## src/hw/rtl/cor_pkg.sv

```systemverilog
`default_nettype none
package cor_pkg;

   // register indexes on the csr channel
   typedef enum logic [1:0] {
      REG_HRES  = 2'd0,
      REG_VRES  = 2'd1,
      REG_PBITS = 2'd2,
      REG_SPARE = 2'd3
   } reg_index_type;

   typedef enum logic {
      OP_START = 1'b0,
      OP_STEP  = 1'b1
   } op_type;

   localparam logic [11:0] HRES_RESET  = 12'd1024;
   localparam logic [11:0] VRES_RESET  = 12'd768;
   localparam logic [5:0]  PBITS_RESET = 6'd8;

   // midpoint decision constants
   localparam logic [31:0] DEC_INIT      = 32'd3;
   localparam logic [31:0] DEC_INC_KEEP  = 32'd6;
   localparam logic [31:0] DEC_INC_MOVE  = 32'd10;

   localparam int unsigned PIXELS_PER_STEP = 16;

endpackage
`default_nettype wire

```

## src/hw/rtl/cor_req_if.sv

```systemverilog
`default_nettype none
interface cor_req_if;
   logic        valid;
   logic        ready;
   logic        op;
   logic [15:0] centre_x;
   logic [15:0] centre_y;
   logic [15:0] circle_radius;
   logic [31:0] draw_color;

   modport source (output valid, op, centre_x, centre_y, circle_radius, draw_color,
                   input ready);
   modport sink (input valid, op, centre_x, centre_y, circle_radius, draw_color,
                 output ready);
endinterface
`default_nettype wire

```

## src/hw/rtl/cor_rsp_if.sv

```systemverilog
`default_nettype none
interface cor_rsp_if;
   logic        valid;
   logic        ready;
   logic [15:0] pixel_x;
   logic [15:0] pixel_y;
   logic        visible;
   logic [25:0] byte_offset;
   logic [31:0] pixel_color;
   logic        last;
   logic        done_res;

   modport source (output valid, pixel_x, pixel_y, visible, byte_offset, pixel_color,
                   last, done_res, input ready);
   modport sink (input valid, pixel_x, pixel_y, visible, byte_offset, pixel_color,
                 last, done_res, output ready);
endinterface
`default_nettype wire

```

## src/hw/rtl/cor_csr_if.sv

```systemverilog
`default_nettype none
interface cor_csr_if;
   logic        valid;
   logic        ready;
   logic [1:0]  reg_index;
   logic [11:0] wdata;

   modport source (output valid, reg_index, wdata, input ready);
   modport sink (input valid, reg_index, wdata, output ready);
endinterface
`default_nettype wire

```

## src/hw/rtl/circle_outline_rasterizer_core.sv

```systemverilog
// circle outline rasterizer, midpoint circle walk
//
// req_bus: op=start latches centre, radius and color and produces nothing;
//    op=step produces sixteen pixel transfers on rsp_bus (eight octant points
//    before the decision update, eight after), the sixteenth with last set and
//    done_res set once the walk has passed the diagonal. a step with no circle
//    in progress produces a single transfer with last and done_res set.
// csr_bus: register writes (horizontal res, vertical res, bits per pixel),
//    always ready, only to be used while the block is idle.
// pixel path: the generator feeds the position stage, the row-multiply stage
//    and the output register, in that order.
// throughput: one pixel per cycle while the pipe is not held; the generator
//    emits one octant point per cycle and takes the next item with the last one.
// a new item is taken while the last pixels of the previous step are still in
//    the pipe; if rsp_bus.ready is low the whole pixel pipe holds.
// reset: registers return to their defaults, no circle in progress, pipe empty.
`default_nettype none
module circle_outline_rasterizer_core
   import cor_pkg::*;
(
   input  wire logic  clock,
   input  wire logic  reset,
   cor_req_if.sink    req_bus,
   cor_rsp_if.source  rsp_bus,
   cor_csr_if.sink    csr_bus
);

   // configuration registers
   logic [11:0] hres_ff;
   logic [11:0] vres_ff;
   logic [5:0]  pbits_ff;

   // walk state
   logic [15:0] cx_ff, cx_in;
   logic [15:0] cy_ff, cy_in;
   logic [31:0] dec_ff, dec_in;
   logic [17:0] p_ff, p_in;
   logic [17:0] q_ff, q_in;
   logic [31:0] color_ff, color_in;
   logic        active_ff, active_in;

   // pixel generator: snapshot of one step
   logic        gen_valid_ff, gen_valid_in;
   logic        gen_single_ff, gen_single_in;
   logic [3:0]  gen_cnt_ff, gen_cnt_in;
   logic [15:0] gen_cx_ff, gen_cy_ff;
   logic [15:0] gen_p0_ff, gen_q0_ff, gen_p1_ff, gen_q1_ff;
   logic [31:0] gen_color_ff;
   logic        gen_done_ff;

   // pixel pipe
   logic        s1_valid_ff;
   logic [15:0] s1_x_ff, s1_y_ff;
   logic        s1_vis_ff, s1_last_ff, s1_done_ff;
   logic [31:0] s1_color_ff;
   logic        s2_valid_ff;
   logic [15:0] s2_x_ff, s2_y_ff;
   logic        s2_vis_ff, s2_last_ff, s2_done_ff;
   logic [31:0] s2_color_ff;
   logic [25:0] s2_lin_ff;
   logic        out_valid_ff;

   logic        pipe_en;
   logic        gen_adv;
   logic        gen_last;
   logic        req_xfer;
   logic        is_step;

   // step arithmetic
   logic        dec_le_zero;
   logic [17:0] p_step, q_step;
   logic [31:0] pq_diff;
   logic [31:0] dec_step;
   logic        step_done;

   // pixel selection
   logic [15:0] sel_p, sel_q, off_a, off_b;
   logic [15:0] pix_x_in, pix_y_in;
   logic        pix_vis_in;
   logic [27:0] row_prod;
   logic [25:0] lin_in;
   logic [3:0]  bytes_pp;
   logic [6:0]  bits_round;
   logic [29:0] off_full;

   //---------------------------------------------------------------- handshakes
   // whole pipe moves when the output register is free or being drained
   assign pipe_en  = !out_valid_ff || rsp_bus.ready;
   assign gen_adv  = pipe_en && gen_valid_ff;
   assign gen_last = gen_single_ff || (gen_cnt_ff == 4'(PIXELS_PER_STEP - 1));

   // a new item may enter once the generator hands out its final pixel
   assign req_bus.ready = !gen_valid_ff || (gen_adv && gen_last);
   assign req_xfer      = req_bus.valid && req_bus.ready;
   assign is_step       = (req_bus.op == OP_STEP);

   assign csr_bus.ready = 1'b1;

   always_ff @(posedge clock) begin
      if (reset) begin
         hres_ff  <= HRES_RESET;
         vres_ff  <= VRES_RESET;
         pbits_ff <= PBITS_RESET;
      end else if (csr_bus.valid) begin
         unique case (reg_index_type'(csr_bus.reg_index))
            REG_HRES:  hres_ff  <= csr_bus.wdata;
            REG_VRES:  vres_ff  <= csr_bus.wdata;
            REG_PBITS: pbits_ff <= csr_bus.wdata[5:0];
            default: ;
         endcase
      end
   end

   //---------------------------------------------------------- midpoint update
   // decision <= 0 keeps the major offset, otherwise it moves one inward
   assign dec_le_zero = dec_ff[31] || (dec_ff == 32'd0);
   assign p_step      = p_ff + 18'd1;
   assign q_step      = dec_le_zero ? q_ff : q_ff - 18'd1;
   assign pq_diff     = {{14{p_step[17]}}, p_step} - {{14{q_step[17]}}, q_step};
   assign dec_step    = dec_le_zero
                        ? dec_ff + {{12{p_step[17]}}, p_step, 2'b00} + DEC_INC_KEEP
                        : dec_ff + {pq_diff[29:0], 2'b00} + DEC_INC_MOVE;
   assign step_done   = $signed(p_step) > $signed(q_step);

   always_comb begin
      cx_in     = cx_ff;
      cy_in     = cy_ff;
      dec_in    = dec_ff;
      p_in      = p_ff;
      q_in      = q_ff;
      color_in  = color_ff;
      active_in = active_ff;
      if (req_xfer) begin
         if (!is_step) begin
            cx_in     = req_bus.centre_x;
            cy_in     = req_bus.centre_y;
            color_in  = req_bus.draw_color;
            dec_in    = DEC_INIT - {15'd0, req_bus.circle_radius, 1'b0};
            p_in      = 18'd0;
            q_in      = {2'b00, req_bus.circle_radius};
            active_in = 1'b1;
         end else if (active_ff) begin
            p_in      = p_step;
            q_in      = q_step;
            dec_in    = dec_step;
            active_in = !step_done;
         end
      end
   end

   always_ff @(posedge clock) begin
      if (reset) begin
         cx_ff     <= '0;
         cy_ff     <= '0;
         dec_ff    <= '0;
         p_ff      <= '0;
         q_ff      <= '0;
         color_ff  <= '0;
         active_ff <= 1'b0;
      end else begin
         cx_ff     <= cx_in;
         cy_ff     <= cy_in;
         dec_ff    <= dec_in;
         p_ff      <= p_in;
         q_ff      <= q_in;
         color_ff  <= color_in;
         active_ff <= active_in;
      end
   end

   //------------------------------------------------------------ pixel generator
   always_comb begin
      gen_valid_in  = gen_valid_ff;
      gen_single_in = gen_single_ff;
      gen_cnt_in    = gen_cnt_ff;
      if (req_xfer && is_step) begin
         gen_valid_in  = 1'b1;
         gen_single_in = !active_ff;
         gen_cnt_in    = 4'd0;
      end else if (gen_adv) begin
         if (gen_last) begin
            gen_valid_in = 1'b0;
         end else begin
            gen_cnt_in = gen_cnt_ff + 4'd1;
         end
      end
   end

   always_ff @(posedge clock) begin
      if (reset) begin
         gen_valid_ff  <= 1'b0;
         gen_single_ff <= 1'b0;
         gen_cnt_ff    <= '0;
      end else begin
         gen_valid_ff  <= gen_valid_in;
         gen_single_ff <= gen_single_in;
         gen_cnt_ff    <= gen_cnt_in;
      end
   end

   // snapshot of points before and after the update for the sixteen pixels
   always_ff @(posedge clock) begin
      if (req_xfer && is_step) begin
         gen_cx_ff    <= cx_ff;
         gen_cy_ff    <= cy_ff;
         gen_p0_ff    <= p_ff[15:0];
         gen_q0_ff    <= q_ff[15:0];
         gen_p1_ff    <= p_step[15:0];
         gen_q1_ff    <= q_step[15:0];
         gen_color_ff <= color_ff;
         gen_done_ff  <= step_done;
      end
   end

   // count bit 3 picks before/after update, bit 2 swaps axes,
   // bit 0 negates the column offset, bit 1 the row offset
   always_comb begin
      sel_p = gen_cnt_ff[3] ? gen_p1_ff : gen_p0_ff;
      sel_q = gen_cnt_ff[3] ? gen_q1_ff : gen_q0_ff;
      off_a = gen_cnt_ff[2] ? sel_q : sel_p;
      off_b = gen_cnt_ff[2] ? sel_p : sel_q;
      if (gen_single_ff) begin
         pix_x_in   = 16'd0;
         pix_y_in   = 16'd0;
         pix_vis_in = 1'b0;
      end else begin
         pix_x_in   = gen_cnt_ff[0] ? gen_cx_ff - off_a : gen_cx_ff + off_a;
         pix_y_in   = gen_cnt_ff[1] ? gen_cy_ff - off_b : gen_cy_ff + off_b;
         pix_vis_in = (pix_x_in < {4'd0, hres_ff}) && (pix_y_in < {4'd0, vres_ff});
      end
   end

   //---------------------------------------------------------------- pixel pipe
   always_ff @(posedge clock) begin
      if (reset) begin
         s1_valid_ff  <= 1'b0;
         s2_valid_ff  <= 1'b0;
         out_valid_ff <= 1'b0;
      end else if (pipe_en) begin
         s1_valid_ff  <= gen_valid_ff;
         s2_valid_ff  <= s1_valid_ff;
         out_valid_ff <= s2_valid_ff;
      end
   end

   // stage 1: position, visibility
   always_ff @(posedge clock) begin
      if (pipe_en) begin
         s1_x_ff     <= pix_x_in;
         s1_y_ff     <= pix_y_in;
         s1_vis_ff   <= pix_vis_in;
         s1_color_ff <= gen_single_ff ? 32'd0 : gen_color_ff;
         s1_last_ff  <= gen_last;
         s1_done_ff  <= gen_single_ff || (gen_last && gen_done_ff);
      end
   end

   // stage 2: linear pixel index, row times stride plus column
   assign row_prod = 28'(hres_ff) * 28'(s1_y_ff);
   assign lin_in   = row_prod[25:0] + {10'd0, s1_x_ff};

   always_ff @(posedge clock) begin
      if (pipe_en) begin
         s2_x_ff     <= s1_x_ff;
         s2_y_ff     <= s1_y_ff;
         s2_vis_ff   <= s1_vis_ff;
         s2_color_ff <= s1_color_ff;
         s2_last_ff  <= s1_last_ff;
         s2_done_ff  <= s1_done_ff;
         s2_lin_ff   <= lin_in;
      end
   end

   // stage 3: scale by bytes per pixel, offset only for visible pixels
   assign bits_round = {1'b0, pbits_ff} + 7'd7;
   assign bytes_pp   = bits_round[6:3];
   assign off_full   = 30'(s2_lin_ff) * 30'(bytes_pp);

   always_ff @(posedge clock) begin
      if (pipe_en) begin
         rsp_bus.pixel_x     <= s2_x_ff;
         rsp_bus.pixel_y     <= s2_y_ff;
         rsp_bus.visible     <= s2_vis_ff;
         rsp_bus.byte_offset <= s2_vis_ff ? off_full[25:0] : 26'd0;
         rsp_bus.pixel_color <= s2_color_ff;
         rsp_bus.last        <= s2_last_ff;
         rsp_bus.done_res    <= s2_done_ff;
      end
   end

   assign rsp_bus.valid = out_valid_ff;

endmodule
`default_nettype wire

```

## src/flat_wrapper.sv

```systemverilog
// flat-port wrapper written by rule: the top's interface ports become plain ports
module circle_outline_rasterizer_core_flat import cor_pkg::*;
  (clock, reset, req_bus_valid, req_bus_op, req_bus_centre_x, req_bus_centre_y, req_bus_circle_radius, req_bus_draw_color, req_bus_ready, rsp_bus_valid, rsp_bus_pixel_x, rsp_bus_pixel_y, rsp_bus_visible, rsp_bus_byte_offset, rsp_bus_pixel_color, rsp_bus_last, rsp_bus_done_res, rsp_bus_ready, csr_bus_valid, csr_bus_reg_index, csr_bus_wdata, csr_bus_ready);
  cor_req_if req_bus_i ();
  cor_rsp_if rsp_bus_i ();
  cor_csr_if csr_bus_i ();
  input  wire logic clock;
  input  wire logic reset;
  input wire logic [$bits(req_bus_i.valid)-1:0] req_bus_valid;
  input wire logic [$bits(req_bus_i.op)-1:0] req_bus_op;
  input wire logic [$bits(req_bus_i.centre_x)-1:0] req_bus_centre_x;
  input wire logic [$bits(req_bus_i.centre_y)-1:0] req_bus_centre_y;
  input wire logic [$bits(req_bus_i.circle_radius)-1:0] req_bus_circle_radius;
  input wire logic [$bits(req_bus_i.draw_color)-1:0] req_bus_draw_color;
  output wire logic [$bits(req_bus_i.ready)-1:0] req_bus_ready;
  output wire logic [$bits(rsp_bus_i.valid)-1:0] rsp_bus_valid;
  output wire logic [$bits(rsp_bus_i.pixel_x)-1:0] rsp_bus_pixel_x;
  output wire logic [$bits(rsp_bus_i.pixel_y)-1:0] rsp_bus_pixel_y;
  output wire logic [$bits(rsp_bus_i.visible)-1:0] rsp_bus_visible;
  output wire logic [$bits(rsp_bus_i.byte_offset)-1:0] rsp_bus_byte_offset;
  output wire logic [$bits(rsp_bus_i.pixel_color)-1:0] rsp_bus_pixel_color;
  output wire logic [$bits(rsp_bus_i.last)-1:0] rsp_bus_last;
  output wire logic [$bits(rsp_bus_i.done_res)-1:0] rsp_bus_done_res;
  input wire logic [$bits(rsp_bus_i.ready)-1:0] rsp_bus_ready;
  input wire logic [$bits(csr_bus_i.valid)-1:0] csr_bus_valid;
  input wire logic [$bits(csr_bus_i.reg_index)-1:0] csr_bus_reg_index;
  input wire logic [$bits(csr_bus_i.wdata)-1:0] csr_bus_wdata;
  output wire logic [$bits(csr_bus_i.ready)-1:0] csr_bus_ready;
  assign req_bus_i.valid = req_bus_valid;
  assign req_bus_i.op = req_bus_op;
  assign req_bus_i.centre_x = req_bus_centre_x;
  assign req_bus_i.centre_y = req_bus_centre_y;
  assign req_bus_i.circle_radius = req_bus_circle_radius;
  assign req_bus_i.draw_color = req_bus_draw_color;
  assign req_bus_ready = req_bus_i.ready;
  assign rsp_bus_valid = rsp_bus_i.valid;
  assign rsp_bus_pixel_x = rsp_bus_i.pixel_x;
  assign rsp_bus_pixel_y = rsp_bus_i.pixel_y;
  assign rsp_bus_visible = rsp_bus_i.visible;
  assign rsp_bus_byte_offset = rsp_bus_i.byte_offset;
  assign rsp_bus_pixel_color = rsp_bus_i.pixel_color;
  assign rsp_bus_last = rsp_bus_i.last;
  assign rsp_bus_done_res = rsp_bus_i.done_res;
  assign rsp_bus_i.ready = rsp_bus_ready;
  assign csr_bus_i.valid = csr_bus_valid;
  assign csr_bus_i.reg_index = csr_bus_reg_index;
  assign csr_bus_i.wdata = csr_bus_wdata;
  assign csr_bus_ready = csr_bus_i.ready;
  circle_outline_rasterizer_core u_core (.clock(clock), .reset(reset), .req_bus(req_bus_i), .rsp_bus(rsp_bus_i), .csr_bus(csr_bus_i));
endmodule
```

## config.mk

```make
export PLATFORM = sky130hd
export DESIGN_NAME = circle_outline_rasterizer_core_flat
export DESIGN_NICKNAME = d
export VERILOG_FILES = /design/src/hw/rtl/cor_pkg.sv /design/src/hw/rtl/cor_req_if.sv /design/src/hw/rtl/cor_rsp_if.sv /design/src/hw/rtl/cor_csr_if.sv /design/src/hw/rtl/circle_outline_rasterizer_core.sv /design/src/flat_wrapper.sv
export SDC_FILE = /design/constraint.sdc
export NUM_CORES = 2
export LEC_CHECK = 0
export BUFFER_PORTS_ARGS = -buffer_cell sky130_fd_sc_hd__buf_4
export CAP_MARGIN = 20
export CORE_MARGIN = 2
export CORE_UTILIZATION = 35
export DETAILED_ROUTE_END_ITERATION = 7
export PLACE_DENSITY_LB_ADDON = 0.25
export SYNTH_ARGS = -nofsm -noshare
export SYNTH_HDL_FRONTEND = slang
export SYNTH_SLANG_ARGS = --single-unit
export TNS_END_PERCENT = 5
```

## constraint.sdc

```tcl
create_clock -name clock -period 10.58 [get_ports clock]
set_input_delay 1.058 -clock clock [delete_from_list [all_inputs] [get_ports clock]]
set_output_delay 1.058 -clock clock [all_outputs]
set_load 0.05 [all_outputs]
```

==> qor.txt <==
Num Clock Sinks: 554
clock latency at the later pin of the worst-skew pair: 630 ps
WP data arrival: 8750 ps
LEAKAGE: 0.0176 uW
Post-Synth Adder-Cell Area: 0.210
Initial Util: 0.353
predominant post-synthesis flop cell: edfxtp_1
mean post-synth cell area: 10.2 sq um
min cycle time layout: 8240 ps
count of cell types in the netlist: 81
post-cts resize count: 0
hold crit path type: flip-flop to flip-flop
CP bufs+invs: 2
largest family of logic cells by synthesized area: adder cells
vias per cell: 5.00
GRT Total Usage: 0.176
Synth Area in Compound Gates: 0.106
Post-synth EDFFs: 382
register area share after synthesis: 0.415
Reg2Reg Setup Slack: 2340 ps
initial antenna violation count: 3
Clock Skew: 45.1 ps
Critical R2R Launch: u_core.dec_ff[9]
detailed-route via count: 25500
first-pass GRT wire length: 146 mm
r2r endpoint: u_core.dec_ff[30]
die height: 324 um
critical hold path startpoint: u_core.s1_color_ff[4]
Psw: 2690 uW
CTS tree: built
Cell Pwr Density: 189 nW/um^2
CTS H-Tree Depth: 3
grt ovf: 0
final setup vio count: 0
DRC: 0
post-route ant nets: 0
Register Area: 14900 sq um
Comb pwr share: 0.327
CP startpoint kind: flip-flop
vias in the first global route: 25600
Rows: 117
Num CTS Buffers: 66
fin nets: 4243
normalized max-slew margin: 0.267
Reg2Reg Depth: 29
crit path capture type: flip-flop
Root Driver: clkbuf_16
worst hold stages: 0
post-CTS setup buffer count: 0
FMAX: 121 MHz
Hold Buf Count CTS: 0
Yosys reg bits: 554
global placer's final weighted congestion: 0.907
port bufs: 194
Max Buffers Root-to-Sink: 3
synthesized area: 35900 sq um
core area: 102000 sq um
multi-input combinational cell area: 19300 sq um
Fin Setup TNS: 0 ps
post-synthesis simple-gate area fraction: 0.150
Chip Width: 324 um
fraction of layout cells with a size suffix above 1: 0.106
setup slack after layout: 2340 ps
drt wl/cell: 18.3 um
area share of xor/xnor cells in the synthesized design: 0.0518
Slew Viols, Final: 0
Peak VDD IR: 0.000113 V
io pins: 196
# fillers: 9968
Starting DRT DRC Count: 1522
RSZ-0062 raised after global routing: no
TritonRoute pass-1 iters: 5
Syn Inst Count: 3520
Sw Ratio: 0.347
worst hold slack: 406 ps
Total Routed Length: 93.2 mm
syn_nets: 4096
Clock transition at path regs: 60 ps
async set-reset flop share out of synthesis: 0
Final Hold Viols: 0
Die ar.: 105000 sq um
worst-path maximum fanout: 27
status: completed
Clk pwr share: 0.303
Hold Path End: u_core.s2_color_ff[4]
largest net degree at the start of global routing: 161
post-synthesis mux area share: 0.0198
Largest stage delay, worst path: 670 ps
Period Utilization, post-route: 0.779
Worst-Margin Slew: 1100 ps
Setup CP Type: flip-flop to flip-flop
Flop pwr share: 0.370
Max-Cap Viols: 0
slowest CP cell: nor4_1
post-route total power: 7760 uW
Placement Setup Slack: 2380 ps
worst endpoint required time: 11090 ps
crit-path leading delay family: compound AO/OA/AOI/OAI gates
Yosys warnings: 0
Area Overhead vs Synth: 14.3%
placed wire-length estimate: 69.8 mm
Int Pwr: 5060 uW
-- cell type report --
class / count / share of cell area
timing repair buffer: 218 / 0.0401
inverter: 314 / 0.0290
clock inverter: 33 / 0.00965
sequential: 554 / 0.363
antenna: 2 / 0.000122
tap: 1368 / 0.0417
clock buffer: 89 / 0.0458
multi-input combinational: 2513 / 0.471
-- logic make-up after synthesis --
group                    count (synthesis)
AND/OR/NAND/NOR                       1155
XOR/XNOR                               210
multiplexers                            50
flip-flops                             554
other                                    1
buffers and inverters                  453
adder cells (fa/ha/maj)                481
AO/OA/AOI/OAI                          616
-- registers in the layout, indices dropped and copies added, names as in the netlist, 18 cells and up --
register,flops
u_core.q_ff,18
u_core.rsp_bus.byte_offset,26
u_core.p_ff,18
u_core.gen_color_ff,32
u_core.s2_color_ff,32
u_core.dec_ff,32
u_core.rsp_bus.pixel_color,32
u_core.s1_color_ff,32
u_core.s2_lin_ff,26
u_core.color_ff,32
-- metal layers --
metal / track usage / wire (um)
met5: 0 / 0
met4: 0.0559 / 2380
met3: 0.0235 / 4200
met2: 0.297 / 44600
met1: 0.235 / 42000
-- per-stage QoR --
stage | utilization | cells | instance area (sq um)
after floorplan | - | 3520 | 35900
after global placement | 0.381 | 4967 | 38800
after detailed placement | 0.381 | 4967 | 38800
after CTS | 0.404 | 5089 | 41100
after global routing | 0.404 | 5091 | 41100
final | 0.404 | 5091 | 41100
-- worst max-delay path by stage --
| stage | startpoint | slack (ps) | to | cells after the start |
|---|---|---|---|---|
| floorplan | rsp_bus_ready | 3160 | u_core.gen_cnt_ff[1] | 5 |
| global placement | u_core.dec_ff[9] | 2480 | u_core.dec_ff[30] | 29 |
| detailed placement | u_core.dec_ff[9] | 2380 | u_core.dec_ff[30] | 29 |
| CTS | u_core.dec_ff[9] | 2320 | u_core.dec_ff[30] | 29 |
| global route | u_core.dec_ff[9] | 1750 | u_core.dec_ff[30] | 29 |
| finish | u_core.dec_ff[9] | 2340 | u_core.dec_ff[30] | 29 |
-- power by group through the flow --
| stage | clock network [uW] | logic, uW | registers (uW) |
|---|---|---|---|
| 2_1_floorplan | 0 | 1820 | 2940 |
| 3_3_place_gp | 0 | 2530 | 2920 |
| 3_5_place_dp | 0 | 2540 | 2920 |
| 4_1_cts | 2430 | 2560 | 2880 |
| 5_1_grt | 2500 | 2870 | 2900 |
| 6_report | 2350 | 2540 | 2870 |
-- layout by cell type, fill, tap and decap left out, drive strengths merged, types with 24 or more instances in the layout --
| master | n |
|---|---|
| and2 | 122 |
| dfxtp | 172 |
| buf | 218 |
| nor2 | 211 |
| clkbuf | 89 |
| nand2 | 504 |
| o21a | 25 |
| o21ai | 107 |
| inv | 320 |
| a21o | 36 |
| ha | 273 |
| nand3 | 55 |
| nor2b | 76 |
| fa | 203 |
| o211ai | 25 |
| a21oi | 258 |
| nor3 | 51 |
| xnor2 | 141 |
| mux2i | 24 |
| edfxtp | 382 |
| xor2 | 68 |
-- cells in the mapped netlist, drive strengths merged (36+ instances only) --
cell type / instances / share of area
nor2b: 76 / 0.013
nand2: 504 / 0.053
and2: 122 / 0.021
ha: 273 / 0.095
fa: 203 / 0.11
o21ai: 107 / 0.015
nor2: 211 / 0.022
nor3: 51 / 0.0071
edfxtp: 382 / 0.32
clkbuf: 123 / 0.013
nand3: 55 / 0.0077
inv: 313 / 0.033
xnor2: 141 / 0.035
a21oi: 258 / 0.036
xor2: 68 / 0.017
dfxtp: 172 / 0.096
a21o: 36 / 0.0075
No activity file was read; power rests on OpenSTA's default activity.
